**src/rsch_pkg.sv**
```systemverilog
// rsch_pkg: shared types, widths and codes of the ray / sphere closest-hit unit
// used by rsch_mul, rsch_isqrt and ray_sphere_closest_hit; no dependencies
package rsch_pkg;

	// default sizes handed to the top level
	localparam int DEF_MAX_SPHERES = 16;
	localparam int DEF_FRAC_BITS   = 16;

	// fixed field widths
	localparam int COORD_W  = 32;
	localparam int RADIUS_W = 31;
	localparam int DIST_W   = 31;
	localparam int SLOT_W   = 4;
	localparam int COUNT_W  = 5;
	localparam int MIND_W   = 17;
	localparam int CFG_W    = 17;

	// datapath widths: operands, products and intermediates
	localparam int OPND_W  = 69;            // signed multiplier operand
	localparam int LIMB_W  = 23;            // three limbs cover an operand magnitude
	localparam int NLIMB   = 3;
	localparam int PROD_W  = 2 * OPND_W;    // signed product
	localparam int OC_W    = 33;            // center minus origin
	localparam int A_W     = 64;            // dir.dir, unsigned
	localparam int H_W     = 68;            // dir.oc, signed
	localparam int C_W     = 68;            // oc.oc - r*r, signed
	localparam int DISC_W  = 136;           // h*h - a*c, signed
	localparam int ROOT_W  = 68;            // floor sqrt of the discriminant
	localparam int NUM_W   = 70;            // h -/+ root, signed

	// configuration register indexes
	typedef enum logic [0:0] {
		CFG_SPHERE_COUNT = 1'b0,
		CFG_MIN_DISTANCE = 1'b1
	} cfg_idx_t;

	// item kinds
	localparam logic KIND_WRITE = 1'b0;
	localparam logic KIND_RAY   = 1'b1;

	// one table entry
	typedef struct packed {
		logic [COORD_W-1:0]  cx;
		logic [COORD_W-1:0]  cy;
		logic [COORD_W-1:0]  cz;
		logic [RADIUS_W-1:0] r;
	} sphere_t;

	// product sequence run on the shared multiplier
	typedef enum logic [3:0] {
		OP_AXX, OP_AYY, OP_AZZ,
		OP_HX,  OP_HY,  OP_HZ,
		OP_CX,  OP_CY,  OP_CZ, OP_CR,
		OP_DH,  OP_DAC
	} mul_op_t;

	// multiplier request
	typedef struct packed {
		logic                     start;
		logic signed [OPND_W-1:0] a;
		logic signed [OPND_W-1:0] b;
	} mul_req_t;

endpackage

```
**src/rsch_mul.sv**
```systemverilog
// rsch_mul: signed 69 x 69 bit multiplier, one 23 x 23 limb product per cycle
// depends on rsch_pkg
module rsch_mul (
	input  logic                            clk,
	input  logic                            arst_n,
	input  rsch_pkg::mul_req_t              req,
	output logic                            done,
	output logic signed [rsch_pkg::PROD_W-1:0] p
);
	import rsch_pkg::*;

	logic [OPND_W-1:0]   ma_q, mb_q;
	logic [PROD_W-1:0]   acc_q;
	logic [1:0]          i_q, j_q;
	logic                busy_q, neg_q, done_q;
	logic [LIMB_W-1:0]   la, lb;
	logic [2*LIMB_W-1:0] pp;
	logic [PROD_W-1:0]   pp_sh;
	logic [OPND_W-1:0]   abs_a, abs_b;
	logic                last;

	// operand magnitudes
	assign abs_a = req.a[OPND_W-1] ? OPND_W'(-req.a) : OPND_W'(req.a);
	assign abs_b = req.b[OPND_W-1] ? OPND_W'(-req.b) : OPND_W'(req.b);

	// one limb product, placed at its weight
	assign la    = ma_q[LIMB_W*i_q +: LIMB_W];
	assign lb    = mb_q[LIMB_W*j_q +: LIMB_W];
	assign pp    = la * lb;
	assign pp_sh = PROD_W'(pp) << (LIMB_W * (32'(i_q) + 32'(j_q)));
	assign last  = (i_q == 2'(NLIMB - 1)) && (j_q == 2'(NLIMB - 1));

	// control
	always_ff @(posedge clk or negedge arst_n) begin
		if (!arst_n) begin
			busy_q <= 1'b0;
			done_q <= 1'b0;
			i_q    <= '0;
			j_q    <= '0;
		end else begin
			done_q <= busy_q && last;
			if (req.start) begin
				busy_q <= 1'b1;
				i_q    <= '0;
				j_q    <= '0;
			end else if (busy_q) begin
				if (last) begin
					busy_q <= 1'b0;
				end else if (j_q == 2'(NLIMB - 1)) begin
					j_q <= '0;
					i_q <= i_q + 2'd1;
				end else begin
					j_q <= j_q + 2'd1;
				end
			end
		end
	end

	// operands and accumulator
	always_ff @(posedge clk) begin
		if (req.start) begin
			ma_q  <= abs_a;
			mb_q  <= abs_b;
			neg_q <= req.a[OPND_W-1] ^ req.b[OPND_W-1];
			acc_q <= '0;
		end else if (busy_q) begin
			acc_q <= acc_q + pp_sh;
		end
	end

	assign done = done_q;
	assign p    = neg_q ? -$signed(acc_q) : $signed(acc_q);

endmodule

```
**config.mk**
```make
export PLATFORM = sky130hd
export DESIGN_NAME = rsch_mul
export DESIGN_NICKNAME = d
export VERILOG_FILES = /design/src/rsch_pkg.sv /design/src/rsch_mul.sv
export SDC_FILE = /design/constraint.sdc
export NUM_CORES = 2
export LEC_CHECK = 0
export CORE_MARGIN = 1
export CORE_UTILIZATION = 60
export CTS_BUF_LIST = sky130_fd_sc_hd__clkbuf_4
export CTS_CLUSTER_DIAMETER = 30
export DETAILED_ROUTE_END_ITERATION = 6
export DONT_BUFFER_PORTS = 1
export GPL_TIMING_DRIVEN = 0
export HOLD_SLACK_MARGIN = 0.08
export PLACE_DENSITY = 0.75
export SYNTH_ARGS = -nofsm -noshare
export SYNTH_HDL_FRONTEND = slang
export SYNTH_SLANG_ARGS = --single-unit
```
**constraint.sdc**
```tcl
create_clock -name clk -period 20.5 [get_ports clk]
set_input_delay 3.075 -clock clk [delete_from_list [all_inputs] [get_ports clk]]
set_output_delay 3.075 -clock clk [all_outputs]
set_load 0.02 [all_outputs]
```
==> impl_metrics.ini <==
[clock_network]
post_cts_buffers = 0
clk_pin_slew_worst_paths_ns = 0.07
cts_tree = yes
clk_latency_ns = 0.92
cts_num_sinks = 283
cts_buffers = 84
cts.htree.levels = 3
holdBufCountCts = 0
cts_max_path_buffers = 3
root_buffer = clkbuf_4
cts_resized = 0

[floorplanning]
die_y_um = 282
die_area_um2 = 79400
core_area_um2 = 77500
initial_core_util_pct = 60.6
die_w_um = 282
ios = 280
num_rows = 102

[layout]
syn2layout_area_growth_pct = 5.60
regArea_um2 = 7090
nFillCells = 6694
nNetsFinal = 6834
multi_input_area_um2 = 36500
drive_gt1_share_pct = 4.12

[synthesis]
syn_nets = 6740
synth_top_cell_by_area = fa_1
ys_top_cells_by_area = fa_1 (19%), edfxtp_1 (8.9%), ha_1 (8.6%)
synth_edf_count = 139
synthFlopType = edfxtp_1
syn_area_um2 = 47000
synth.distinct_cells = 81
synth_top_area_share_pct = 18.9
synth-seq-cells = 283
yosysMostFrequentCell = nand2_1
async_reset_ff_share_pct = 2.12
ys_warn_count = 0
synth.avg_cell_area_um2 = 8.05
synthTopCellsByCount = nand2_1 (723), nor2_1 (619), inv_1 (570)
yosysSeqAreaShare_pct = 15.1
syn_inst = 5835

[grt]
grt_first_pass_wirelength_um = 276000
antenna_found_initial = 12
grt_pass1_vias = 44200
grt_use_total_pct = 47.1
grt_overflow_total = 0
grt_max_degree = 141

[timing]
setup_viol = 0
tns_ns = 0
slew_violations = 53
fin_crit_sh_pct = 90.4
worstMarginPinSlew_ns = 1.64
hold_viol_final = 0
period_needed_ns = 18.53
max_freq_mhz = 54.0
fin_skew_ns = 0.0882
max-slew-margin-rel_pct = -9.15
rsz0062_at_grt = false

[detailed_routing]
vias_per_cell = 6.69
remaining_drc_errors = 3
ant_nets = 0
drtIter0Drc = 6385
drt_pre_antenna_iters = 7
vias = 47100
drt-total-wl_um = 190000
wl_per_cell_um = 26.9

[critical_path]
rr_endpoint = acc_q[135]
reg2reg_depth = 49
start_kind = register
crit_top_cell = fa_1
worst-path-max-fanout = 10
regToRegSetupSlack_ns = 1.97
max_stage_delay_ns = 1.06
regToRegStartpoint = i_q[0]
critical_path_class = register to register
critPathArrivalTime_ns = 19.24
worstPathRequired_ns = 21.21
crit_slowest_cell = a41oi_1
cp-end-kind = register

[place]
dp_hpwl_um = 155000
gp_congestion = 1.14
io_buffer_count = 0

[worst_hold_path]
holdPathEnd = acc_q[131]
hp-start = acc_q[131]
holdCritPathClass = register to register
min_path_cells = 2

[run]
drv_cap = 8

[status]
violations = design-rule violations, max-capacitance violations, max-slew violations
status = finished with violations
[how the worst max path moves through the flow]
stage / from / to / slack, ns
global placement: j_q[0] / acc_q[135] / 3.06
floorplan: i_q[0] / acc_q[129] / 8.13
detailed placement: i_q[0] / acc_q[135] / 3.29
finish: i_q[0] / acc_q[135] / 1.97
global route: i_q[0] / acc_q[135] / 1.65
CTS: i_q[0] / acc_q[135] / 3.09
[worst max-delay path: cells and delay by family (launching register included)]
family                     cells  cell delay (ns)
muxes                          4             1.03
buffers and inverters          9             2.74
DFF                            1             0.43
AOI/OAI and AO/OA             17             6.55
and+or+nand+nor                8             2.58
adders and majority gates      9             4.29
xor gates and xnor gates       2             0.61
[registers in the layout, summed over array words and instances, names as in the netlist]
register  cells
ma_q         69
acc_q       138
mb_q         69
neg_q         1
j_q           2
busy_q        1
done          1
i_q           2
[layer usage]
metal,global-route usage (%),share of wire [%],up-vias
met2,65.2,40,3727
met4,19.7,5.0,14
li1,-,-,20200
met5,0,0.044,-
met1,63.7,39,22500
met3,20.2,16,661
[layout make-up]
type	count	area share, %
multi-input cells	4651	73.6
flip-flops and latches	283	14.3
inverters	572	4.33
well taps	1040	2.62
plain buffers	329	2.53
clock buffers	101	1.53
clock inverters	51	0.901
repair buffers	8	0.139
diodes	11	0.0555
[stage by stage]
step / setup WS [ns] / hold WS [ns] / std cells / utilization [%] / instance area [um^2]
2_1_floorplan: 8.13 / 0.475 / 5835 / - / 47000
3_3_place_gp: 3.06 / 0.493 / 6875 / 62.3 / 48300
3_5_place_dp: 3.29 / 0.505 / 6879 / 62.4 / 48300
4_1_cts: 3.09 / 0.512 / 7031 / 63.9 / 49500
5_1_grt: 1.65 / 0.554 / 7039 / 64.0 / 49600
6_report: 1.97 / 0.522 / 7046 / 64.0 / 49600
[cell families after synthesis]
family / Yosys count / synth area share, %
multiplexers: 264 / 6.29
AO/OA/AOI/OAI: 1297 / 17.8
AND/OR/NAND/NOR: 1877 / 17.7
flip-flops: 283 / 15.1
XOR/XNOR: 449 / 8.38
buffers and inverters: 901 / 7.25
adder cells (fa/ha/maj): 764 / 27.4
[cell usage in the layout, fill, tap and decap left out, types with 23 or more instances in the layout]
| cell | n |
|---|---|
| and2_1 | 34 |
| nor3_1 | 83 |
| o31ai_1 | 95 |
| nand4_1 | 76 |
| mux2i_1 | 215 |
| dfxtp_1 | 138 |
| buf_1 | 34 |
| or3_1 | 70 |
| clkbuf_4 | 101 |
| clkbuf_1 | 290 |
| a211oi_1 | 29 |
| mux2_2 | 27 |
| o211ai_1 | 29 |
| fa_1 | 443 |
| o41ai_1 | 38 |
| inv_1 | 570 |
| nor4_1 | 32 |
| a31oi_1 | 38 |
| or4_1 | 36 |
| edfxtp_1 | 139 |
| o21a_1 | 33 |
| clkinv_1 | 27 |
| xnor2_1 | 362 |
| a21o_1 | 156 |
| nor2_1 | 619 |
| and3_1 | 29 |
| o21ai_0 | 325 |
| xor2_1 | 87 |
| o21bai_1 | 45 |
| nand2b_1 | 39 |
| ha_1 | 321 |
| or2_2 | 23 |
| nand3_1 | 58 |
| o22ai_1 | 30 |
| nor2b_1 | 30 |
| a21oi_1 | 311 |
| nand2_1 | 723 |
Power is not shown: default switching activity piles up to over one toggle a cycle in this logic, so the estimate is an artifact.
