`config.mk`:
```
export PLATFORM = sky130hd
export DESIGN_NAME = rsch_isqrt
export DESIGN_NICKNAME = d
export VERILOG_FILES = /design/src/rsch_pkg.sv /design/src/rsch_isqrt.sv
export SDC_FILE = /design/constraint.sdc
export NUM_CORES = 1
export LEC_CHECK = 0
export ABC_AREA = 0
export BUFFER_PORTS_ARGS = -buffer_cell sky130_fd_sc_hd__buf_2
export CAP_MARGIN = 20
export CORE_AREA = 2 2 172 174
export DETAILED_ROUTE_END_ITERATION = 12
export DIE_AREA = 0 0 174 176
export PLACE_DENSITY = 0.82
export SYNTH_ARGS = -nofsm -noshare
export SYNTH_HDL_FRONTEND = slang
export SYNTH_SLANG_ARGS = --single-unit
```
`constraint.sdc`:
```
create_clock -name clk -period 9.85 [get_ports clk]
set_input_delay 0.985 -clock clk [delete_from_list [all_inputs] [get_ports clk]]
set_output_delay 0.985 -clock clk [all_outputs]
set_load 0.01 [all_outputs]
```
`src/rsch_pkg.sv`:
```
// rsch_pkg: shared types, widths and codes of the ray / sphere closest-hit unit
// used by rsch_mul, rsch_isqrt and ray_sphere_closest_hit; no dependencies
package rsch_pkg;

	// default sizes handed to the top level
	localparam int DEF_MAX_SPHERES = 16;
	localparam int DEF_FRAC_BITS   = 16;

	// fixed field widths
	localparam int COORD_W  = 32;
	localparam int RADIUS_W = 31;
	localparam int DIST_W   = 31;
	localparam int SLOT_W   = 4;
	localparam int COUNT_W  = 5;
	localparam int MIND_W   = 17;
	localparam int CFG_W    = 17;

	// datapath widths: operands, products and intermediates
	localparam int OPND_W  = 69;            // signed multiplier operand
	localparam int LIMB_W  = 23;            // three limbs cover an operand magnitude
	localparam int NLIMB   = 3;
	localparam int PROD_W  = 2 * OPND_W;    // signed product
	localparam int OC_W    = 33;            // center minus origin
	localparam int A_W     = 64;            // dir.dir, unsigned
	localparam int H_W     = 68;            // dir.oc, signed
	localparam int C_W     = 68;            // oc.oc - r*r, signed
	localparam int DISC_W  = 136;           // h*h - a*c, signed
	localparam int ROOT_W  = 68;            // floor sqrt of the discriminant
	localparam int NUM_W   = 70;            // h -/+ root, signed

	// configuration register indexes
	typedef enum logic [0:0] {
		CFG_SPHERE_COUNT = 1'b0,
		CFG_MIN_DISTANCE = 1'b1
	} cfg_idx_t;

	// item kinds
	localparam logic KIND_WRITE = 1'b0;
	localparam logic KIND_RAY   = 1'b1;

	// one table entry
	typedef struct packed {
		logic [COORD_W-1:0]  cx;
		logic [COORD_W-1:0]  cy;
		logic [COORD_W-1:0]  cz;
		logic [RADIUS_W-1:0] r;
	} sphere_t;

	// product sequence run on the shared multiplier
	typedef enum logic [3:0] {
		OP_AXX, OP_AYY, OP_AZZ,
		OP_HX,  OP_HY,  OP_HZ,
		OP_CX,  OP_CY,  OP_CZ, OP_CR,
		OP_DH,  OP_DAC
	} mul_op_t;

	// multiplier request
	typedef struct packed {
		logic                     start;
		logic signed [OPND_W-1:0] a;
		logic signed [OPND_W-1:0] b;
	} mul_req_t;

endpackage

```
`src/rsch_isqrt.sv`:
```
// rsch_isqrt: floor square root of a 136 bit value, two radicand bits per cycle
// depends on rsch_pkg
module rsch_isqrt (
	input  logic                              clk,
	input  logic                              arst_n,
	input  logic                              start,
	input  logic [rsch_pkg::DISC_W-1:0]       radicand,
	output logic                              done,
	output logic [rsch_pkg::ROOT_W-1:0]       root
);
	import rsch_pkg::*;

	localparam int STEPS = DISC_W / 2;
	localparam int SC_W  = $clog2(STEPS + 1);
	localparam int REM_W = ROOT_W + 2;

	logic [DISC_W-1:0] rad_q;
	logic [REM_W-1:0]  rem_q;
	logic [ROOT_W-1:0] root_q;
	logic [SC_W-1:0]   cnt_q;
	logic              done_q;
	logic [REM_W+1:0]  rem_n, trial;
	logic              ge;

	// trial subtract of (root << 2) | 1
	assign rem_n = {rem_q, rad_q[DISC_W-1 -: 2]};
	assign trial = (REM_W + 2)'({root_q, 2'b01});
	assign ge    = rem_n >= trial;

	always_ff @(posedge clk or negedge arst_n) begin
		if (!arst_n) begin
			cnt_q  <= '0;
			done_q <= 1'b0;
		end else begin
			done_q <= (cnt_q == SC_W'(1));
			if (start) begin
				cnt_q <= SC_W'(STEPS);
			end else if (cnt_q != '0) begin
				cnt_q <= cnt_q - SC_W'(1);
			end
		end
	end

	always_ff @(posedge clk) begin
		if (start) begin
			rad_q  <= radicand;
			rem_q  <= '0;
			root_q <= '0;
		end else if (cnt_q != '0) begin
			rad_q  <= rad_q << 2;
			rem_q  <= ge ? REM_W'(rem_n - trial) : REM_W'(rem_n);
			root_q <= {root_q[ROOT_W-2:0], ge};
		end
	end

	assign done = done_q;
	assign root = root_q;

endmodule

```
==> results of run 1 <==
-- power by group through the flow --
stage / sequential, mW / combinational (mW) / clock [mW]
floorplan: 1.52 / 2.18 / 0
global placement: 1.55 / 2.66 / 0
detailed placement: 1.56 / 2.71 / 0
CTS: 1.53 / 2.73 / 1.16
global route: 1.56 / 3.06 / 1.21
finish: 1.54 / 2.77 / 1.14
-- cell usage in the layout (no fill, tap or decap), drive strengths merged, types with 18 or more instances in the layout --
cell	instances
xor2	20
nand4	26
a311oi	18
nor2	144
ha	72
nand2	257
xnor2	42
a21oi	174
buf	216
nor3	43
edfxtp	136
o21ai	54
inv	95
nand3	25
clkbuf	36
a21o	34
dfxtp	138
mux2	135
a211oi	52
-- synth_stat cells (6+ instances only) --
master | count | area share
buf_2 | 18 | 0.0057
clkbuf_1 | 80 | 0.019
dfrtp_1 | 8 | 0.013
a311oi_1 | 18 | 0.0099
xor2_1 | 20 | 0.011
edfxtp_1 | 136 | 0.26
o31ai_1 | 7 | 0.0033
buf_1 | 7 | 0.0017
o21a_1 | 11 | 0.0052
nor2_1 | 143 | 0.034
mux2_2 | 135 | 0.096
nand4_1 | 26 | 0.010
dfxtp_1 | 138 | 0.17
mux2i_1 | 6 | 0.0038
or3_1 | 8 | 0.0032
nand2_1 | 256 | 0.061
a21boi_0 | 7 | 0.0033
xnor2_1 | 42 | 0.023
a31oi_1 | 11 | 0.0043
o21ai_0 | 48 | 0.015
nand3_1 | 25 | 0.0079
ha_1 | 72 | 0.057
o21bai_1 | 11 | 0.0052
and2_1 | 10 | 0.0039
a211oi_1 | 50 | 0.024
a21o_1 | 34 | 0.016
nor3_1 | 43 | 0.014
a21oi_1 | 174 | 0.055
inv_1 | 95 | 0.022
-- cell type report --
cell class	instances	area (um^2)
fill	2427	10500
tap	384	480
sequential	282	7050
multi-input combinational	1235	8050
timing repair buffer	216	1110
antenna	3	7.51
clock buffer	36	793
inverter	95	357
clock inverter	20	210
-- logic make-up after synthesis --
group | count (synthesis) | share of synthesized area
simple gates | 543 | 0.148
compound gates | 417 | 0.168
flops | 282 | 0.444
buf+inv | 201 | 0.0495
mux | 141 | 0.0996
fa+ha+maj | 72 | 0.0568
xor+xnor | 62 | 0.0342
-- final timing paths --
path,cells after the start,endpoint,slack [ns],startpoint
worst max register to register,14,rem_q[50],5.70,root[0]
max in group asynchronous,1,cnt_q[2],9.43,arst_n
min in group clk,2,root[55],0.47,root[54]
worst min register to register,2,root[55],0.47,root[54]
worst max-delay path,14,rem_q[50],5.70,root[0]
worst min-delay path,1,cnt_q[0],0.24,arst_n
-- worst register-to-register path: stages, from the launching register on --
cell and delay [ns]:
dfxtp_1 0.37, inv_1 0.06, ha_1 0.36, nor2b_1 0.18, o31a_1 0.27, o311a_1 0.35
o21a_1 0.19, o221ai_1 0.19, a21oi_1 0.10, o21ai_1 0.18, and2_2 0.68, buf_4 0.59
nor2_1 0.13, a211oi_1 0.25, nor3_1 0.08
-- registers in the layout (all words and copies together) (netlist names) --
| name | count |
|---|---|
| rad_q | 136 |
| rem_q | 70 |
| root | 68 |
| cnt_q | 7 |
| done | 1 |
-- layer usage --
metal / vias up / GRT usage / wire, um
met1: 6152 / 0.320 / 16500
met3: 84 / 0.0650 / 3050
li1: 6391 / - / -
met5: - / 0 / 15
met4: 4 / 0.0753 / 1100
met2: 444 / 0.412 / 18100
-- stage by stage --
stage / instance area (um^2) / utilization
floorplan: 15900 / -
global route: 18000 / 0.632
finish: 18100 / 0.632
CTS: 18000 / 0.632
global placement: 17000 / 0.597
detailed placement: 17000 / 0.597
==> flow_summary.yaml, run 1 <==
sta:
  period_share: 0.421
  max_slew.worst_pin.slew_ns: 1.10
  fin_skew_ns: 0.0419
  finalWorstSetupSlack_ns: 5.70
  finalMaxSlewViolations: 0
  relSlewSlack: 0.269
  fmax_mhz: 241
  setup_viol: 0
  period_needed_ns: 4.15
  rsz0062_at_grt: "false"
  fin_tns_setup_ns: 0
  hold_viol_final: 0
  fin_hold_ws_ns: 0.239
synthesis:
  yosysWarnings: 0
  synth_cell_types: 67
  synth_edf_count: 136
  postSynthCellCount: 1718
  synth_nets: 1929
  ys_seq_elements: 282
  async_flop_share: 0.0284
  ys_dominant_reg_cell: "dfxtp_1"
  synth-seq-area-share: 0.444
  syn_avg_cell_area_um2: 9.23
  syn-cell-area_um2: 15900
final_layout:
  drive_gt1_frac: 0.224
  stdcell_count: 2271
  final_nets: 2071
  synthToLayoutAreaGrowth_pct: 13.8
critical_path:
  worstPathMaxFanout: 47
  worstPathRequired_ns: 10.24
  cp-start-kind: "flop"
  crit_buf_inv: 2
  slowest_delay_ns: 0.68
  worst-setup-path-type: "reg2reg"
  crit_path_top_delay_cell: "and2_2"
  crit_path_end_kind: "flop"
  worstPathCellList: "inv_1 -> ha_1 -> nor2b_1 -> o31a_1 -> o311a_1 -> o21a_1 -> o221ai_1 -> a21oi_1 -> o21ai_1 -> and2_2 -> buf_4 -> nor2_1 -> a211oi_1 -> nor3_1"
  cp_top_family: "compound AO/OA/AOI/OAI gates"
  worstPathArrival_ns: 4.54
clocking:
  postCtsSetupBuffers: 0
  cts_root_buf: "clkbuf_16"
  clock-sinks: 282
  post_cts_resized: 0
  clockBufferDepth: 3
  cts_tree: "built"
  clk_latency_ns: 0.59
  cts.reportedPaths.clkPinSlew_ns: 0.06
  h-tree-depth: 1
  cts_buffers: 30
  cts_hold_buf: 0
placement:
  gp_congestion: 0.927
  place_ws_ns: 5.74
  dpl.hpwl_um: 27100
  placed_cells: 2212
  port-buffer-count: 207
die:
  die_w_um: 174
  fp.dieH_um: 176
  core_area_um2: 28500
  rows: 62
  ios: 208
  dieArea_um2: 30600
  initial_core_util: 0.556
routing:
  totalWireLength_um: 38700
  routed_via_density: 5.76
  drcViolationCount: 0
  drtAntennaViolNets: 0
  initialDrtViolationCount: 965
  vias: 13100
  drtPass1Iterations: 8
  drt-wirelength-per-cell_um: 17.1
pwr:
  power.internal_mw: 3.23
  ir_drop_uv: 144
  p_sw_frac: 0.407
  p_comb_frac: 0.509
  p_leak_nw: 7.46
  power_density_nw_per_um2: 301
  share_clk_of_total_power: 0.209
  p_switching_mw: 2.21
  pwr-share-seq: 0.282
  total_power_mw: 5.44
global_route:
  first_global_vias: 12700
  antenna_found_initial: 5
  grt_max_degree: 113
  grt_pass1_wl_um: 63200
  grtUsageTotal: 0.248
  globalRoute.totalOverflow: 0
worst_hold_path:
  hold_path_class: "in2async"
run:
  drv_cap: 0
status:
  outcome: "finished, final reports clean"
(Power assumes the default switching activity.)
==> run 2: changes to the inputs <==
==> config.mk (replaced) <==
export PLATFORM = sky130hd
export DESIGN_NAME = rsch_isqrt
export DESIGN_NICKNAME = d
export VERILOG_FILES = /design/src/rsch_pkg.sv /design/src/rsch_isqrt.sv
export SDC_FILE = /design/constraint.sdc
export NUM_CORES = 1
export LEC_CHECK = 0
export ABC_AREA = 1
export BUFFER_PORTS_ARGS = -buffer_cell sky130_fd_sc_hd__buf_2
export CAP_MARGIN = 20
export CORE_AREA = 2 2 183 185
export DETAILED_ROUTE_END_ITERATION = 12
export DIE_AREA = 0 0 185 187
export PLACE_DENSITY = 0.81
export SYNTH_ARGS = -nofsm -noshare
export SYNTH_HDL_FRONTEND = slang
export SYNTH_SLANG_ARGS = --single-unit
==> constraint.sdc (replaced) <==
create_clock -name clk -period 4.25 [get_ports clk]
set_input_delay 0.425 -clock clk [delete_from_list [all_inputs] [get_ports clk]]
set_output_delay 0.425 -clock clk [all_outputs]
set_load 0.01 [all_outputs]
==> run 2 against run 1 <==
Count of clock-buffer cells in the layout grew 4. Core utilization fell by 0.67 points. Area after synthesis grew 14%. Routed wire length rose by 49%. Via count is 37% higher. Clock skew is 0.020 ns lower. Total power grew to 2.9 times the previous value.
==> flow_summary.yaml, run 2 <==
sta:
  period_needed_ns: 3.46
  fin_skew_ns: 0.0214
  finalWorstSetupSlack_ns: 0.786
  period_share: 0.815
  hold_viol_final: 0
  setup_viol: 0
  fmax_mhz: 289
  fin_hold_ws_ns: 0.125
  relSlewSlack: 0.280
  fin_tns_setup_ns: 0
  max_slew.worst_pin.slew_ns: 1.08
  rsz0062_at_grt: "false"
  finalMaxSlewViolations: 0
routing:
  drcViolationCount: 0
  initialDrtViolationCount: 1523
  drtPass1Iterations: 7
  totalWireLength_um: 57700
  routed_via_density: 5.30
  vias: 18000
  drt-wirelength-per-cell_um: 17.0
  drtAntennaViolNets: 0
synthesis:
  synthXorXnorAreaFrac: 0.0170
  synth_top_area_cell: "edfxtp_1"
  yosys.area_share.simple: 0.354
  synth-seq-area-share: 0.390
  synth_nets: 2963
  ys_dominant_reg_cell: "dfxtp_1"
  synth_common_cells: "1087 x nand2_1, 410 x inv_1, 228 x nor2_1"
  yosysMostFrequentCell: "nand2_1"
  postSynthCellCount: 2752
  synth-adder-area-share: 0.0498
  async_flop_share: 0.0284
  synth_compound_area_frac: 0.0822
  synth_cell_types: 39
  synth_area_leaders: "edfxtp_1 23%, nand2_1 23%, dfxtp_1 15%"
  yosysWarnings: 0
  synthMuxAreaShare: 0
  syn-cell-area_um2: 18100
  synth_edf_count: 136
  synth_top_family_by_area: "simple AND/OR/NAND/NOR gates"
  post-synth-top-area-fraction: 0.226
  ys_seq_elements: 282
  syn_avg_cell_area_um2: 6.57
critical_path:
  crit_path_end_kind: "flop"
  reg2reg_depth: 13
  cp-start-kind: "flop"
  worst-setup-path-type: "reg2reg"
  worstPathMaxFanout: 30
  worstPathRequired_ns: 4.68
  worstPathArrival_ns: 3.89
final_layout:
  synthToLayoutAreaGrowth_pct: 13.8
  layout_common_cells: "1087 x nand2_1, 409 x inv_1, 227 x nor2_1"
  layout_commonest_cell: "nand2_1"
  fillers: 3103
  drive_gt1_frac: 0.102
  regMostFlops: "rad_q"
  largest_register_ffs: 136
  stdcell_count: 3389
  final_nets: 3126
  fin_util: 0.626
pwr:
  power_density_nw_per_um2: 769
  p_leak_nw: 11.2
  ir_drop_uv: 608
clocking:
  clockBufferDepth: 3
  cts_hold_buf: 1
  postCtsSetupBuffers: 0
  post_cts_resized: 0
  cts_root_buf: "clkbuf_16"
  cts_tree: "built"
  h-tree-depth: 2
  cts.reportedPaths.clkPinSlew_ns: 0.06
  clk_latency_ns: 0.57
  cts_buffers: 34
  clock-sinks: 282
worst_hold_path:
  hold_path_class: "in2reg"
  whs_path_depth: 3
status:
  outcome: "finished, final reports clean"
global_route:
  grt_max_degree: 149
  grtUsageTotal: 0.337
  grt_pass1_wl_um: 91200
  globalRoute.totalOverflow: 0
  antenna_found_initial: 1
  first_global_vias: 17200
die:
  ios: 208
  rows: 67
  dieArea_um2: 34600
  die_w_um: 185
  core_area_um2: 32900
  fp.dieH_um: 187
  initial_core_util: 0.550
placement:
  dpl.hpwl_um: 43000
  port-buffer-count: 207
  place_ws_ns: 0.868
  placed_cells: 3326
  gp_congestion: 0.983
run:
  drv_cap: 0
==> run 2: final timing paths <==
path / slack (ns) / start / endpoint
min in group asynchronous: 0.27 / arst_n / cnt_q[5]
worst max-delay path: 0.79 / root[43] / rem_q[67]
worst max register to register: 0.79 / root[43] / rem_q[67]
worst min register to register: 0.48 / rem_q[31] / rem_q[31]
worst min-delay path: 0.12 / radicand[0] / rad_q[0]
max in group asynchronous: 3.81 / arst_n / cnt_q[4]
==> run 2: final cells by class <==
type / count / area [um^2] / share of cell area
well taps: 448 / 561 / 0.0273
multi-input cells: 1961 / 9090 / 0.442
clock inverters: 21 / 231 / 0.0113
inverters: 413 / 1560 / 0.0758
flip-flops and latches: 282 / 7050 / 0.343
repair buffers: 223 / 1190 / 0.0577
clock buffers: 40 / 883 / 0.0430
diodes: 1 / 2.50 / 0.000122
==> run 2: logic make-up after synthesis <==
logic type	count (synthesis)
AOI/OAI and AO/OA	285
xor gates and xnor gates	35
adders and majority gates	72
buffers and inverters	509
DFF	282
and+or+nand+nor	1569
==> run 2: per-stage QoR <==
stage               total power [mW]  instance area (um^2)
floorplan                       9.99                 18100
global placement                12.5                 19400
detailed placement              12.6                 19400
CTS                             15.6                 20600
global route                    17.0                 20600
finish                          15.8                 20600
==> run 2: where the power goes <==
part	switching [mW]	leakage, nW	internal [mW]
clock	1.25	0.542	1.70
combinational	6.47	7.93	2.81
sequential	0.296	2.73	3.29
==> run 2: metal layers <==
metal	wire [um]	track usage	part of all wire	vias to the layer above
li1	-	-	-	8969
met1	24600	0.446	0.43	8177
met2	26000	0.536	0.45	689
met3	4320	0.0629	0.075	116
met4	2710	0.149	0.047	0
met5	0	0	0	-
==> run 2: worst max-delay path, stage by stage (launching register included) <==
cell     delay, ns
dfxtp_1       0.36
inv_1         0.07
ha_1          0.41
a21oi_1       0.43
o21a_1        0.24
nand2_1       0.09
a21oi_1       0.21
nand3_2       0.14
nand2_4       0.34
nand2_4       0.07
nand2_2       0.54
nor2_1        0.22
nor2_1        0.15
nor2_1        0.05
